`src/rtl/core/hvd_pkg.sv`:
```
`timescale 1ns / 1ps
package hvd_pkg;

  // Input field limits in microdegrees.
  localparam logic signed [27:0] LAT_MAX = 28'sd90000000;
  localparam logic signed [28:0] LON_MAX = 29'sd180000000;
  localparam logic signed [29:0] TURN_UDEG = 30'sd360000000;

  // pi * 2^34.
  localparam logic [35:0] PIQ34 = 36'd53972150818;

  // Divisors from scaled microdegrees to Q2.30 radians (full and half angle).
  localparam logic [32:0] DIV_FULL = 33'd2880000000;
  localparam logic [32:0] DIV_HALF = 33'd5760000000;

  // Widths of the datapath.
  localparam int unsigned ANG_W = 34;
  localparam int unsigned QUO_W = 31;
  localparam int unsigned REM_W = 33;
  localparam int unsigned SQ_W = 61;

  // Angle conversion as QP * u + (RP * u + DIV / 2) / DIV. The last quotient
  // is taken as (num * RCP) >> RCP_SHIFT, which is exact for num below 2^59.
  localparam int unsigned NUM_W = 59;
  localparam int unsigned RCP_W = 61;
  localparam int unsigned RCP_SHIFT = 92;
  localparam logic [4:0] QP_FULL = 5'(PIQ34 / 36'(DIV_FULL));
  localparam logic [4:0] QP_HALF = 5'(PIQ34 / 36'(DIV_HALF));
  localparam logic [30:0] RP_FULL = 31'(PIQ34 % 36'(DIV_FULL));
  localparam logic [30:0] RP_HALF = 31'(PIQ34 % 36'(DIV_HALF));
  localparam logic [127:0] RCP_FULL_X =
    ((128'd1 << RCP_SHIFT) + 128'(DIV_FULL) - 128'd1) / 128'(DIV_FULL);
  localparam logic [127:0] RCP_HALF_X =
    ((128'd1 << RCP_SHIFT) + 128'(DIV_HALF) - 128'd1) / 128'(DIV_HALF);
  localparam logic [RCP_W-1:0] RCP_FULL = RCP_FULL_X[RCP_W-1:0];
  localparam logic [RCP_W-1:0] RCP_HALF = RCP_HALF_X[RCP_W-1:0];

  localparam logic signed [ANG_W-1:0] CORDIC_GAIN = 34'sd652032874;
  localparam logic [30:0] ONE_Q30 = 31'd1073741824;
  localparam logic [30:0] TWO_R_CM = 31'd1274200000;
  localparam logic [30:0] HALF_CIRC_CM = 31'd2001508680;

  localparam int unsigned CORDIC_STEPS_DEF = 32;

  // Arctangent of 2^-idx in Q2.30.
  function automatic logic signed [ANG_W-1:0] atan_q30(input int unsigned idx);
    logic signed [ANG_W-1:0] res;
    case (idx)
      0: res = 34'sd843314857;
      1: res = 34'sd497837829;
      2: res = 34'sd263043837;
      3: res = 34'sd133525159;
      4: res = 34'sd67021687;
      5: res = 34'sd33543516;
      6: res = 34'sd16775851;
      7: res = 34'sd8388437;
      8: res = 34'sd4194283;
      9: res = 34'sd2097149;
      default: begin
        if (idx <= 30) res = 34'sd1 <<< (30 - idx);
        else res = '0;
      end
    endcase
    return res;
  endfunction

endpackage

```
`src/rtl/core/hvd_cordic_cell.sv`:
```
`timescale 1ns / 1ps
module hvd_cordic_cell
  import hvd_pkg::*;
#(
  parameter int unsigned IDX = 0,
  parameter bit VECTOR = 1'b0
) (
  input  logic                    clk_i,
  input  logic                    ce_i,
  input  logic signed [ANG_W-1:0] x_i,
  input  logic signed [ANG_W-1:0] y_i,
  input  logic signed [ANG_W-1:0] z_i,
  output logic signed [ANG_W-1:0] x_o,
  output logic signed [ANG_W-1:0] y_o,
  output logic signed [ANG_W-1:0] z_o
);

  localparam logic signed [ANG_W-1:0] Atan = atan_q30(IDX);

  logic signed [ANG_W-1:0] dx, dy, x_d, y_d, z_d;
  logic                    pos;

  // One micro-rotation; direction from the angle or from the sign of y.
  always_comb begin
    dx  = y_i >>> IDX;
    dy  = x_i >>> IDX;
    pos = VECTOR ? ~y_i[ANG_W-1] : ~z_i[ANG_W-1];
    if (VECTOR) begin
      if (pos) begin
        x_d = x_i + dx;
        y_d = y_i - dy;
        z_d = z_i + Atan;
      end else begin
        x_d = x_i - dx;
        y_d = y_i + dy;
        z_d = z_i - Atan;
      end
    end else begin
      if (pos) begin
        x_d = x_i - dx;
        y_d = y_i + dy;
        z_d = z_i - Atan;
      end else begin
        x_d = x_i + dx;
        y_d = y_i - dy;
        z_d = z_i + Atan;
      end
    end
  end

  always_ff @(posedge clk_i) begin
    if (ce_i) begin
      x_o <= x_d;
      y_o <= y_d;
      z_o <= z_d;
    end
  end

endmodule

```
`config.mk`:
```
export PLATFORM = sky130hd
export DESIGN_NAME = hvd_cordic_cell
export DESIGN_NICKNAME = d
export VERILOG_FILES = /design/src/rtl/core/hvd_pkg.sv /design/src/rtl/core/hvd_cordic_cell.sv
export SDC_FILE = /design/constraint.sdc
export NUM_CORES = 1
export LEC_CHECK = 0
export ABC_CLOCK_PERIOD_IN_PS = 4500
export BUFFER_PORTS_ARGS = -buffer_cell sky130_fd_sc_hd__buf_4
export CAP_MARGIN = 15
export CORE_UTILIZATION = 50
export CTS_CLUSTER_SIZE = 14
export DETAILED_ROUTE_END_ITERATION = 10
export GPL_TIMING_DRIVEN = 0
export PLACE_DENSITY = 0.73
export SLEW_MARGIN = 10
export SYNTH_ARGS = -nofsm -noshare
export SYNTH_HDL_FRONTEND = slang
export SYNTH_SLANG_ARGS = --single-unit
```
`constraint.sdc`:
```
create_clock -name clk_i -period 4.5 [get_ports clk_i]
set_input_delay 0.45 -clock clk_i [delete_from_list [all_inputs] [get_ports clk_i]]
set_output_delay 0.45 -clock clk_i [all_outputs]
set_load 0.02 [all_outputs]
```
==> run_results.csv <==
group,metric,value,unit
clocking,htreeDepth,3,
synthesis,synth_area_per_cell,8.55,sq um
synthesis,synthFlopType,"edfxtp_1",
setup_path,worstSetupStartpointType,"input port",
synthesis,syn_nets,1477,
synthesis,synth.cell_area,10600,sq um
setup_path,cp_data_required_time,4.60,ns
grt,grt_antenna_before_repair,0,
finish,drive_gt1_share,17.4,%
sta,maxSlewViolCount,0,
power_and_ir_drop,irDropWorstVdd,0.197,mV
sta,setup_viol,0,
power_and_ir_drop,internal-power,0.00237,W
detailed_routing,wl_per_cell,20.0,microns
synthesis,yosys_warnings,0,
clocking,clkTransAtPathRegs,0.07,ns
power_and_ir_drop,p_leak,5.66,nW
worst_hold_path,hold_depth,2,
power_and_ir_drop,power.density,304,nW/um^2
power_and_ir_drop,p_sw_share,38.9,%
detailed_routing,drc,0,
power_and_ir_drop,power.share.clock,21.5,%
clocking,root_buffer,"clkbuf_16",
synthesis,synth_edf_count,101,
detailed_routing,via_per_inst,5.96,
die,die-height,147,microns
worst_hold_path,holdCritStartpoint,"z_i[0]",
grt,grt_max_degree,102,
sta,report.final.hold_viol_count,0,
clocking,cts_buffer_depth,2,
detailed_routing,dr.pass1.iters,6,
detailed_routing,wirelength,34500,microns
sta,final.min_clock_period,4.01,ns
worst_hold_path,hold_path_class,"in2reg",
sta,grt_setup_unrepaired,"no",
clocking,cts.hold.buffers_added,0,
clocking,cts_buffers,9,
sta,finalWorstSetupSlack,0.488,ns
die,core_area,20500,sq um
power_and_ir_drop,p_comb_share,44.9,%
synthesis,synth_async_sr_flop_share,0,%
die,die-area,21700,sq um
die,dieWidth,147,microns
detailed_routing,antenna_left,0,
die,start_util,51.6,%
placed_design,dpl_worst_slack,0.129,ns
grt,grtUsageTotal,31.2,%
finish,area.growth.synth_to_final,20.6,%
placed_design,io_buffers,205,
detailed_routing,first_iter_violations,896,
placed_design,dp_hpwl,27600,microns
sta,worst_pin_slew,1.03,ns
setup_path,critPathMaxFanout,26,
sta,max-slew-margin-rel,31.0,%
grt,grt_pass1_vias,9432,
clocking,cts_sinks,101,
die,ioPinCount,206,
finish,final_util,62.2,%
finish,nets,1693,
clocking,post_cts_buffers,0,
detailed_routing,vias,10300,
synthesis,synth-seq-cells,101,
clocking,cts_resized,0,
worst_hold_path,holdPathEnd,"z_o[0]",
grt,grt_pass1_wl,52100,microns
setup_path,end_kind,"register",
finish,antenna_cells,0,
setup_path,arrival,4.11,ns
synthesis,seq_area_frac_synth,28.7,%
power_and_ir_drop,power.switching,0.00151,W
power_and_ir_drop,sequentialPowerShare,33.6,%
sta,finalCritPeriodShare,89.2,%
clocking,cts_tree,"built",
run_status,outcome,"complete, no violations",
sta,fmax,249,MHz
synthesis,ys_types,76,
synthesis,synth_cells,1237,
placed_design,globalplace.congestion,1.02,
grt,grt_remaining_overflow,0,
die,rows,52,
setup_path,crit_type,"in2reg",
run,maxCapViolCount,0,
area by class of cell:
type | instances | area (sq um)
repair buffers | 205 | 1540
well taps | 270 | 338
clock buffers | 9 | 225
fillers | 1823 | 7740
plain buffers | 52 | 218
flip-flops and latches | 101 | 3030
clock inverters | 6 | 72.6
inverters | 109 | 409
multi-input cells | 975 | 6910
state kept, by name (all words and copies together) (netlist names):
name,count
x_o,34
y_o,33
z_o,34
synth_stat cells, types with 23 or more instances:
cell type  number  area [sq um]
nor2b_1        25           156
xor2_1         23           201
nor2_1         98           368
a21o_1         33           248
nor3_1         28           140
ha_1          132          1650
clkbuf_1       32           120
inv_1         106           398
nand2_1        65           244
xnor2_1        70           613
nand3_1        28           140
o21ai_0        90           450
o21bai_1       24           180
a21oi_1       142           711
edfxtp_1      101          3030
cell families after synthesis:
| logic type | after synthesis | share of synthesized area, % |
|---|---|---|
| AO/OA/AOI/OAI | 409 | 24.7 |
| XOR/XNOR | 93 | 7.71 |
| adder cells (fa/ha/maj) | 136 | 16.4 |
| buffers and inverters | 161 | 5.92 |
| flip-flops | 101 | 28.7 |
| multiplexers | 21 | 2.00 |
| AND/OR/NAND/NOR | 316 | 14.6 |
critical path: stages:
cell and delay [ns]:
buf_4 0.25, inv_2 0.16, clkbuf_2 0.53, ha_1 0.49
clkbuf_1 0.30, and3_1 0.25, nand3_1 0.14, o41ai_1 0.71
a41oi_1 0.24, o31ai_1 0.43, a31oi_1 0.13
power by group through the flow:
stage | Clock, W | Combinational [W] | Sequential, W
2_1_floorplan | 0 | 0.000850 | 0.00152
3_3_place_gp | 0 | 0.00170 | 0.00132
3_5_place_dp | 0 | 0.00171 | 0.00132
4_1_cts | 0.000838 | 0.00171 | 0.00130
5_1_grt | 0.000869 | 0.00186 | 0.00132
6_report | 0.000831 | 0.00174 | 0.00130
metrics by stage:
step	total power, W	hold slack, ns	TNS (ns)	area [sq um]	std cells
finish	0.00387	0.412	0	12800	1727
global route	0.00404	0.402	0	12800	1727
CTS	0.00386	0.402	0	12700	1727
detailed placement	0.00303	0.772	0	12400	1712
global placement	0.00302	0.770	-2.68	12400	1712
floorplan	0.00237	0.562	0	10600	1237
layer usage:
metal  global-route usage (%)  part of all wire (%)
met3                     5.15                   9.5
met5                        0                     0
met4                     10.9                   3.1
met1                     44.4                    44
met2                     47.8                    44
how the worst max path moves through the flow:
stage            start  endpoint  slack, ns  cells past startpoint
2_1_floorplan  z_i[33]   z_o[31]       1.07                     12
4_1_cts        z_i[33]   z_o[33]       0.50                     11
6_report       z_i[33]   z_o[33]       0.49                     11
5_1_grt        z_i[33]   z_o[33]       0.26                     11
3_3_place_gp   z_i[33]   z_o[31]      -0.40                     11
3_5_place_dp   z_i[33]   z_o[33]       0.13                     11
cells in the final DEF (no fill, tap or decap), drive strengths merged, types with 41 or more instances in the layout:
cell,synthesis,routed
clkbuf,32,41
o21ai,93,93
buf,20,225
nand2,65,65
edfxtp,101,101
xnor2,70,70
inv,107,109
nor2,98,98
ha,132,132
a21oi,144,144
(Power assumes the default switching activity.)
