**config.mk**
```make
export PLATFORM = sky130hd
export DESIGN_NAME = hvd_sqrt_cell
export DESIGN_NICKNAME = d
export VERILOG_FILES = /design/src/rtl/core/hvd_pkg.sv /design/src/rtl/core/hvd_sqrt_cell.sv
export SDC_FILE = /design/constraint.sdc
export NUM_CORES = 1
export LEC_CHECK = 0
export ABC_AREA = 1
export ABC_CLOCK_PERIOD_IN_PS = 8000
export BUFFER_PORTS_ARGS = -buffer_cell sky130_fd_sc_hd__buf_4
export CAP_MARGIN = 5
export CORE_MARGIN = 5
export CORE_UTILIZATION = 25
export CTS_BUF_LIST = sky130_fd_sc_hd__clkbuf_8
export CTS_CLUSTER_DIAMETER = 60
export DETAILED_ROUTE_END_ITERATION = 7
export PLACE_DENSITY = 0.43
export SYNTH_ARGS = -nofsm -noshare
export SYNTH_HDL_FRONTEND = slang
export SYNTH_SLANG_ARGS = --single-unit
```
**constraint.sdc**
```tcl
create_clock -name clk_i -period 8 [get_ports clk_i]
set_input_delay 0.8 -clock clk_i [delete_from_list [all_inputs] [get_ports clk_i]]
set_output_delay 0.8 -clock clk_i [all_outputs]
set_load 0.03 [all_outputs]
```
**src/rtl/core/hvd_pkg.sv**
```systemverilog
`timescale 1ns / 1ps
package hvd_pkg;

  // Input field limits in microdegrees.
  localparam logic signed [27:0] LAT_MAX = 28'sd90000000;
  localparam logic signed [28:0] LON_MAX = 29'sd180000000;
  localparam logic signed [29:0] TURN_UDEG = 30'sd360000000;

  // pi * 2^34.
  localparam logic [35:0] PIQ34 = 36'd53972150818;

  // Divisors from scaled microdegrees to Q2.30 radians (full and half angle).
  localparam logic [32:0] DIV_FULL = 33'd2880000000;
  localparam logic [32:0] DIV_HALF = 33'd5760000000;

  // Widths of the datapath.
  localparam int unsigned ANG_W = 34;
  localparam int unsigned QUO_W = 31;
  localparam int unsigned REM_W = 33;
  localparam int unsigned SQ_W = 61;

  // Angle conversion as QP * u + (RP * u + DIV / 2) / DIV. The last quotient
  // is taken as (num * RCP) >> RCP_SHIFT, which is exact for num below 2^59.
  localparam int unsigned NUM_W = 59;
  localparam int unsigned RCP_W = 61;
  localparam int unsigned RCP_SHIFT = 92;
  localparam logic [4:0] QP_FULL = 5'(PIQ34 / 36'(DIV_FULL));
  localparam logic [4:0] QP_HALF = 5'(PIQ34 / 36'(DIV_HALF));
  localparam logic [30:0] RP_FULL = 31'(PIQ34 % 36'(DIV_FULL));
  localparam logic [30:0] RP_HALF = 31'(PIQ34 % 36'(DIV_HALF));
  localparam logic [127:0] RCP_FULL_X =
    ((128'd1 << RCP_SHIFT) + 128'(DIV_FULL) - 128'd1) / 128'(DIV_FULL);
  localparam logic [127:0] RCP_HALF_X =
    ((128'd1 << RCP_SHIFT) + 128'(DIV_HALF) - 128'd1) / 128'(DIV_HALF);
  localparam logic [RCP_W-1:0] RCP_FULL = RCP_FULL_X[RCP_W-1:0];
  localparam logic [RCP_W-1:0] RCP_HALF = RCP_HALF_X[RCP_W-1:0];

  localparam logic signed [ANG_W-1:0] CORDIC_GAIN = 34'sd652032874;
  localparam logic [30:0] ONE_Q30 = 31'd1073741824;
  localparam logic [30:0] TWO_R_CM = 31'd1274200000;
  localparam logic [30:0] HALF_CIRC_CM = 31'd2001508680;

  localparam int unsigned CORDIC_STEPS_DEF = 32;

  // Arctangent of 2^-idx in Q2.30.
  function automatic logic signed [ANG_W-1:0] atan_q30(input int unsigned idx);
    logic signed [ANG_W-1:0] res;
    case (idx)
      0: res = 34'sd843314857;
      1: res = 34'sd497837829;
      2: res = 34'sd263043837;
      3: res = 34'sd133525159;
      4: res = 34'sd67021687;
      5: res = 34'sd33543516;
      6: res = 34'sd16775851;
      7: res = 34'sd8388437;
      8: res = 34'sd4194283;
      9: res = 34'sd2097149;
      default: begin
        if (idx <= 30) res = 34'sd1 <<< (30 - idx);
        else res = '0;
      end
    endcase
    return res;
  endfunction

endpackage

```
**src/rtl/core/hvd_sqrt_cell.sv**
```systemverilog
`timescale 1ns / 1ps
module hvd_sqrt_cell
  import hvd_pkg::*;
#(
  parameter int unsigned K = 0
) (
  input  logic            clk_i,
  input  logic            ce_i,
  input  logic [SQ_W-1:0] v_i,
  input  logic [SQ_W-1:0] r_i,
  output logic [SQ_W-1:0] v_o,
  output logic [SQ_W-1:0] r_o
);

  localparam logic [SQ_W-1:0] Bit = SQ_W'(1) << (2 * K);

  logic [SQ_W:0]   sum;
  logic [SQ_W-1:0] v_d, r_d;

  // One digit of the integer square root, weight four to the K.
  always_comb begin
    sum = {1'b0, r_i} + {1'b0, Bit};
    if ({1'b0, v_i} >= sum) begin
      v_d = v_i - sum[SQ_W-1:0];
      r_d = (r_i >> 1) + Bit;
    end else begin
      v_d = v_i;
      r_d = r_i >> 1;
    end
  end

  always_ff @(posedge clk_i) begin
    if (ce_i) begin
      v_o <= v_d;
      r_o <= r_d;
    end
  end

endmodule

```
==> metrics.txt, run 1 <==
status finished clean; Worst-path clk slew 0.09 ns; worst-path maximum fanout 74; drt via density 4.570; TNS Setup 0 ns; WL final 62580 µm; fin worst setup slack 2.201 ns; DRT Pass-1 Iters 5; Port-buffer cells 245; Die Footprint 59160 µm²; routed vias 14493; CP Capture Type flip-flop; number of global-route vias before repair 14140; Avg Cell Area, Syn 6.068 µm²; total power 0.002666 W; All-Layer GR Usage 20.54%; die extent in x 243.2 µm; Die H 243.2 µm; global route overflow 0; required time worst endpoint 8.41 ns; WL/cell 19.73 µm; Hold Crit Class input pin to flip-flop; DRC Markers 0; P_leak 8.864 nW; dpl cells 3138; final net count 2649; core area 53810 µm²; CTS root buffer clkbuf_8; yosys synthesis warning count 0; crit path DAT 6.21 ns; share of layout cells above drive strength 1 12.13%; number of max-slew violations in the final report 0; Cell Pwr Density 161.8 nW/µm²; sequential area share after synthesis 26.94%; Final Hold Viols 0; Post-CTS Hold Buffers 0; P&R area growth vs syn 21.22%; Initial Util 25.27%; buffer depth of the longest clock path 2; Setup CP Type input pin to flip-flop; initial antenna violation count 2; min Tclk post-route 5.799 ns; CTS sink cnt 122; Routability Congestion 0.9465; Post-synth EDFFs 122; pre-CTS WS 1.689 ns; relative slew slack 17.79%; initial DRC count 874; synthesized area 13600 µm²; CTS tree done; H-tree Lvls 4; fmax 172.5 MHz; ys async rst share 0%; dominant synthesized flop cell edfxtp_1; Max-Cap Viols 0; maximum VDD drop 0.1302 mV; Final HPWL DP 52460 µm; Setup Buffers After CTS 0; TritonCTS buffer count 17; Routed Antenna Nets 0; Cells after Synth 2241; post-synthesis cell type count 37; first-pass GRT wire length 90550 µm; syn nets 2429; Final Setup Violations 0; CP startpoint kind input pin; RSZ-0062 raised after global routing false; fin crit share 72.48%; Yosys reg bits 122; Ports 246; Finished Layout Cells 3171; Post-CTS Resized 0; row count 85; Slew @ Worst Pin 1.224 ns; largest net degree at the start of global routing 82
cell usage after synthesis, drive strengths merged (7+ instances only):
master    n  area [µm²]
nand2   931        3507
inv     393        1475
nand3   204        1046
nor2    193       754.5
edfxtp  122        3664
xor2    100       875.8
ha       63       788.3
a21oi    50       250.2
buf      44       291.5
nor3     42       220.2
nand4    32       215.2
xnor2    22       192.7
mux2i     9       90.09
clkbuf    8       33.78
o21ai     7       35.03
cell type report:
type	instances	area, µm²
fillers	6075	37330
inverters	393	1475
clock inverters	15	198.9
diodes	1	2.502
repair buffers	253	1899
flip-flops and latches	122	3664
multi-input cells	1674	8139
well taps	696	870.8
clock buffers	17	234.0
cells by family (layout without fill, tap and decap cells):
group | count (synthesis) | after routing | share of synthesized area (%)
AO/OA/AOI/OAI | 64 | 64 | 2.484
XOR/XNOR | 122 | 122 | 7.858
adder cells (fa/ha/maj) | 64 | 64 | 5.944
buffers and inverters | 445 | 678 | 13.24
flip-flops | 122 | 122 | 26.94
multiplexers | 9 | 9 | 0.6625
other | 0 | 1 | 0
AND/OR/NAND/NOR | 1415 | 1415 | 42.87
metal layers:
metal  vias up  GRT usage, %  wire length (µm)  part of all wire, %
li1       7375             -                 -                    -
met2       400         33.59             28580                   46
met3        70         2.926              2869                  4.6
met1      6646         27.75             29210                   47
met5         -             0                 7                0.011
met4         2         7.243              1914                  3.1
worst max-delay path, cell delays in order:
cell and delay [ns]:
buf_4 0.15, ha_1 0.20, inv_1 0.10, nor2_1 0.22, nand2_1 0.15, nor2_2 0.36
nand2_1 0.26, nor4_1 0.46, nand2_1 0.18, xor2_1 0.22, ha_1 0.42, nand2_1 0.16
nor2_1 0.22, nand2_1 0.18, nor2_1 0.13, nand2_1 0.05, o21ai_1 0.13, nand2_1 0.07
nand3_1 0.11, nand2_4 0.37, nand2_4 0.19, buf_4 0.65, nand2_1 0.14, nand2_1 0.10
metrics by stage:
step	area (µm²)	hold slack, ns	util [%]
finish	16480	0.5693	30.63
global route	16480	0.5465	30.63
CTS	16480	0.5005	30.63
detailed placement	16050	1.125	29.82
global placement	16050	1.125	29.82
floorplan	13600	0.9125	-
worst paths after layout:
check | start | end | slack (ns) | cells past startpoint
worst max-delay path | r_i[0] | r_o[47] | 2.20 | 24
worst min-delay path | v_i[50] | v_o[50] | 0.57 | 3
report_power, final:
part / switching, W / leakage [nW] / total (W) / internal, W
sequential: 0.0000366 / 1.19 / 0.000857 / 0.000821
clock: 0.000314 / 0.208 / 0.000652 / 0.000338
combinational: 0.000788 / 7.47 / 0.00116 / 0.000369
total: 0.00114 / 8.86 / 0.00267 / 0.00153
layout by cell type, fill, tap and decap left out, drive strengths merged, types with 3 or more instances in the layout:
| cell type | count |
|---|---|
| a21oi | 50 |
| and2 | 3 |
| buf | 253 |
| bufinv | 4 |
| clkbuf | 17 |
| clkinv | 6 |
| clkinvlp | 3 |
| edfxtp | 122 |
| ha | 63 |
| inv | 395 |
| mux2i | 9 |
| nand2 | 931 |
| nand3 | 204 |
| nand3b | 4 |
| nand4 | 32 |
| nor2 | 193 |
| nor3 | 42 |
| nor4 | 4 |
| o21ai | 7 |
| o21bai | 5 |
| xnor2 | 22 |
| xor2 | 100 |
sequential cells by signal, indices dropped and copies added, names as in the netlist:
name and cells:
v_o 61, r_o 61
No activity file was read; power rests on OpenSTA's default activity.
==> inputs of run 2 (changes only) <==
--- a/config.mk
+++ b/config.mk
@@ -6,7 +6,7 @@
 export NUM_CORES = 1
 export LEC_CHECK = 0
 export ABC_AREA = 1
-export ABC_CLOCK_PERIOD_IN_PS = 8000
+export ABC_CLOCK_PERIOD_IN_PS = 5650
 export BUFFER_PORTS_ARGS = -buffer_cell sky130_fd_sc_hd__buf_4
 export CAP_MARGIN = 5
 export CORE_MARGIN = 5
==> constraint.sdc (replaced) <==
create_clock -name clk_i -period 5.65 [get_ports clk_i]
set_input_delay 0.565 -clock clk_i [delete_from_list [all_inputs] [get_ports clk_i]]
set_output_delay 0.565 -clock clk_i [all_outputs]
set_load 0.03 [all_outputs]
==> metrics.txt, run 2 (synthesis gave the netlist of run 1 again) <==
initial DRC count 993 (+14%); share of layout cells above drive strength 1 12.84% (+0.71 points); status finished clean; Internal 0.002240 W (+47%); CTS root buffer clkbuf_8; WL final 62990 µm (+0.66%); Routed Antenna Nets 0 (unchanged); Final Instance Area 16730 µm² (+1.5%); number of global-route vias before repair 14204 (+0.45%); H-tree Lvls 4 (unchanged); number of max-slew violations in the final report 0 (unchanged); relative slew slack 17.98% (+0.19 points); Port-buffer cells 245 (unchanged); P&R area growth vs syn 23.06%; All-Layer GR Usage 20.78% (+0.23 points); core area 53810 µm² (unchanged); Cell Pwr Density 231.8 nW/µm² (+43%); CP Capture Type flip-flop; global route overflow 0 (unchanged); fmax 212.1 MHz; Setup CP Type input pin to flip-flop; Post-CTS Hold Buffers 0 (unchanged); CTS sink cnt 122 (unchanged); Slew @ Worst Pin 1.221 ns (-0.002871 ns); TNS Setup 0 ns (unchanged); Max-Cap Viols 0 (unchanged); fin crit share 83.44%; final net count 2667 (+0.68%); required time worst endpoint 5.95 ns (-2.46 ns); crit path DAT 5.02 ns (-1.19 ns); Setup Buffers After CTS 0 (unchanged); CP startpoint kind input pin; row count 85 (unchanged); placed inst area 16260 µm² (+1.3%); Routability Congestion 0.9249 (-2.3%); biggest regs r_o (61), v_o (61); RSZ-0062 raised after global routing false; min Tclk post-route 4.714 ns; Hold Crit Class input pin to flip-flop; DRT Pass-1 Iters 5 (unchanged); Final Hold Viols 0 (unchanged); Post-CTS Resized 0 (unchanged); Die H 243.2 µm (unchanged); worst-path maximum fanout 52 (-30%); Final HPWL DP 53090 µm (+1.2%); DRC Markers 0 (unchanged); initial antenna violation count 1 (-1); first-pass GRT wire length 91670 µm (+1.2%); part of the power in combinational logic 42.8% (-0.6 points); CTS tree done; largest net degree at the start of global routing 67 (-18%); Die Footprint 59160 µm² (unchanged); Initial Util 25.27% (unchanged); Final Setup Violations 0 (unchanged); commonest non-fill, non-tap cell in the layout nand2_1; drt via density 4.551 (-0.43%); net switching power 0.001639 W (+44%); Worst-path clk slew 0.08 ns (about the same); buffer depth of the longest clock path 2 (unchanged); P_leak 9.008 nW (+1.6%); Ports 246 (unchanged); routed vias 14513 (+0.14%); WL/cell 19.75 µm (about the same); most frequent cells in the layout nand2_1, inv_1, buf_4, nand3_1, nor2_1; die extent in x 243.2 µm (unchanged); Sw Ratio 42.25% (-0.43 points); Reg power frac 31.3% (-0.9 points); clock share of power 26.0% (+1.5 points); fin util 31.10% (+0.46 points); TritonCTS buffer count 17 (unchanged); maximum VDD drop 0.1844 mV (+42%)
==> run 2: cell count changes in the layout (fill, tap and decap cells not counted), moves of 2 or more <==
| cell | delta |
|---|---|
| clkinv_1 | -2 |
| buf_12 | +6 |
| clkinv_4 | +2 |
| clkinvlp_4 | -2 |
| buf_4 | +12 |
==> run 2: per-layer routing <==
| metal | vias to the layer above | global-route usage, % | part of all wire [%] | wire [µm] |
|---|---|---|---|---|
| li1 | 7400 | - | - | - |
| met1 | 6655 | 27.82 | 47 | 29320 |
| met2 | 395 | 34.64 | 47 | 29430 |
| met3 | 63 | 3.245 | 4.3 | 2680 |
| met4 | 0 | 6.175 | 2.5 | 1560 |
| met5 | - | 0 | 0 | 0 |
==> run 2: power groups by stage <==
stage	registers, W	clock network, W	logic (W)
final	0.00121	0.00101	0.00166
after global routing	0.00123	0.00108	0.00182
after CTS	0.00122	0.00106	0.00167
after detailed placement	0.00124	0	0.00166
after global placement	0.00124	0	0.00166
after floorplan	0.00147	0	0.000770
==> run 2: final timing paths <==
| check | start | endpoint | slack [ns] | depth (start not counted) |
|---|---|---|---|---|
| worst max-delay path | r_i[0] | v_o[13] | 0.94 | 23 |
| worst min-delay path | v_i[54] | v_o[54] | 0.34 | 3 |
==> run 2: final cells by class <==
type,count,area [µm²]
fill,6087,37080
multi-input combinational,1674,8139
sequential,122,3664
timing repair buffer,271,2110
inverter,393,1475
tap,696,870.8
clock inverter,15,239.0
clock buffer,17,234.0
antenna,1,2.502
==> run 2: stage by stage <==
stage,hold slack [ns],std cells,worst slack (ns),total power [W]
6_report,0.3351,3189,0.9358,0.003879
5_1_grt,0.2842,3189,0.6460,0.004132
4_1_cts,0.2543,3188,0.9690,0.003946
3_5_place_dp,0.8877,3156,0.3374,0.002898
3_3_place_gp,0.8908,3156,0.2668,0.002902
2_1_floorplan,0.6775,2241,1.794,0.002240
==> run 2: worst max-delay path, stage by stage <==
cell and delay, ns:
buf_4 0.14, ha_1 0.20, inv_1 0.09, nor2_1 0.22, nand2_1 0.16, nor2_2 0.40, nand2_1 0.26, nor4_1 0.45
nand2_1 0.16, xor2_1 0.19, ha_1 0.42, nand2_1 0.15, nor2_1 0.23, nand2_1 0.20, nor2_1 0.13, nand2_1 0.06
o21ai_1 0.13, nand2_1 0.06, nand3_1 0.11, nand2_4 0.10, buf_4 0.31, nand3_1 0.16, nand2_1 0.08
==> inputs of run 3 (changes only) <==
--- a/config.mk
+++ b/config.mk
@@ -6,7 +6,7 @@
 export NUM_CORES = 1
 export LEC_CHECK = 0
 export ABC_AREA = 1
-export ABC_CLOCK_PERIOD_IN_PS = 5650
+export ABC_CLOCK_PERIOD_IN_PS = 4550
 export BUFFER_PORTS_ARGS = -buffer_cell sky130_fd_sc_hd__buf_4
 export CAP_MARGIN = 5
 export CORE_MARGIN = 5
==> constraint.sdc (replaced) <==
create_clock -name clk_i -period 4.55 [get_ports clk_i]
set_input_delay 0.455 -clock clk_i [delete_from_list [all_inputs] [get_ports clk_i]]
set_output_delay 0.455 -clock clk_i [all_outputs]
set_load 0.03 [all_outputs]
==> metrics.txt, run 3 (synthesis gave the netlist of run 1 again) <==
status finished clean; Final HPWL DP 55720 µm (+5.0%); largest net degree at the start of global routing 77 (+15%); fmax 243.2 MHz; P_leak 9.700 nW (+7.7%); biggest regs r_o (61), v_o (61); Routed Antenna Nets 0 (unchanged); Max-Cap Viols 0 (unchanged); fill cell count 6041 (-0.76%); WL final 65020 µm (+3.2%); maximum VDD drop 0.1944 mV (+5.4%); part of the power in combinational logic 46.5% (+3.7 points); buffer depth of the longest clock path 2 (unchanged); net switching power 0.002063 W (+26%); Cell Pwr Density 268.4 nW/µm² (+16%); core area 53810 µm² (unchanged); Initial Util 25.27% (unchanged); first-pass GRT wire length 93700 µm (+2.2%); clock share of power 22.1% (-3.9 points); H-tree Lvls 4 (unchanged); Post-CTS Resized 0 (unchanged); Routability Congestion 0.9507 (+2.8%); most frequent cells in the layout nand2_1, buf_4, inv_1, nand3_1, nor2_1; fin crit share 90.37%; final net count 2808 (+5.3%); die extent in x 243.2 µm (unchanged); Final Setup Violations 0 (unchanged); Worst-path clk slew 0.09 ns (about the same); Ports 246 (unchanged); CP startpoint kind input pin; DRC Markers 0 (unchanged); relative slew slack 43.32% (+25 points); FF/Latch Area 3664 µm² (unchanged); Hold Crit Class input pin to flip-flop; Sw Ratio 43.20% (+0.95 points); initial DRC count 997 (+0.40%); Finished Layout Cells 3330 (+4.4%); Slew @ Worst Pin 0.8437 ns (-0.3772 ns); Reg power frac 31.5% (+0.2 points); Final Hold Viols 0 (unchanged); required time worst endpoint 4.98 ns (-0.97 ns); Port-buffer cells 245 (unchanged); drt via density 4.529 (-0.49%); min Tclk post-route 4.112 ns; Die H 243.2 µm (unchanged); Post-CTS Hold Buffers 0 (unchanged); number of global-route vias before repair 14723 (+3.7%); global route overflow 0 (unchanged); RSZ-0062 raised after global routing false; number of max-slew violations in the final report 0 (unchanged); All-Layer GR Usage 21.33% (+0.56 points); commonest non-fill, non-tap cell in the layout nand2_1; CTS tree done; P&R area growth vs syn 30.84%; share of layout cells above drive strength 1 17.47% (+4.6 points); DRT Pass-1 Iters 6 (+1); Internal 0.002712 W (+21%); initial antenna violation count 1 (unchanged); CP Capture Type flip-flop; CTS sink cnt 122 (unchanged); Setup CP Type input pin to flip-flop; WL/cell 19.52 µm (-1.2%); routed vias 15080 (+3.9%); Die Footprint 59160 µm² (unchanged); crit path DAT 4.54 ns (-0.48 ns); dpl cells 3297 (+4.5%); Setup Buffers After CTS 0 (unchanged); worst-path maximum fanout 18 (-65%); TritonCTS buffer count 17 (unchanged); CTS root buffer clkbuf_8; Multi-input gate area 8139 µm² (unchanged); row count 85 (unchanged); total power 0.004775 W (+23%)
[run 3: cell types whose count changed in the layout (fill, tap and decap cells not counted)]
cell | previous run | this run
buf_12 | 6 | 13
buf_4 | 265 | 399
bufinv_16 | 5 | 2
clkinv_2 | 0 | 4
clkinv_4 | 5 | 3
clkinvlp_4 | 1 | 2
inv_1 | 391 | 392
inv_8 | 1 | 0
[run 3: path summary, 6_finish.rpt]
| path | start | end | slack, ns | cells past startpoint |
|---|---|---|---|---|
| max | r_i[8] | v_o[30] | 0.44 | 25 |
| min | v_i[56] | v_o[56] | 0.23 | 3 |
[run 3: through the flow]
stage	instance area (µm²)	util [%]	setup TNS [ns]	setup slack [ns]	hold WS, ns
floorplan	13600	-	0	0.8043	0.5675
global placement	17400	32.34	-11.03	-0.1524	0.7802
detailed placement	17400	32.34	-8.969	-0.1409	0.7808
CTS	17790	33.06	0	0.4817	0.1507
global route	17790	33.06	0	0.1401	0.1946
finish	17790	33.06	0	0.4382	0.2264
[run 3: power by group through the flow]
stage / clock, W / combinational (W) / sequential, W
after floorplan: 0 / 0.000956 / 0.00183
after global placement: 0 / 0.00222 / 0.00153
after detailed placement: 0 / 0.00222 / 0.00153
after CTS: 0.00110 / 0.00223 / 0.00151
after global routing: 0.00113 / 0.00242 / 0.00152
final: 0.00105 / 0.00222 / 0.00150
[run 3: metal layers]
layer / routed length, µm / up-vias / GRT usage [%]
met5: 0 / - / 0
met1: 31150 / 6923 / 29.42
li1: - / 7689 / -
met2: 29420 / 402 / 34.49
met3: 2657 / 66 / 3.069
met4: 1790 / 0 / 6.809
[run 3: cell type report]
| type | count | area share, % |
|---|---|---|
| tap | 696 | 4.895 |
| inverter | 393 | 8.291 |
| antenna | 1 | 0.01406 |
| sequential | 122 | 20.59 |
| clock buffer | 17 | 1.315 |
| timing repair buffer | 412 | 18.30 |
| clock inverter | 15 | 0.8509 |
| multi-input combinational | 1674 | 45.75 |
[run 3: critical path, stage by stage]
cell     delay, ns
buf_4         0.13
nand2_1       0.11
nor3_1        0.35
nand4_1       0.25
nor2_1        0.20
nand2_1       0.12
nor2_1        0.10
buf_4         0.12
xor2_1        0.21
mux2i_1       0.20
ha_1          0.38
nand2_1       0.15
nor2_1        0.38
nand2_1       0.09
nor2_1        0.13
nand2_1       0.10
o21ai_1       0.14
nand2_1       0.06
nand3_1       0.11
nand2_4       0.10
nand2_4       0.13
buf_12        0.19
buf_12        0.16
nand2_1       0.07
nand2_1       0.07
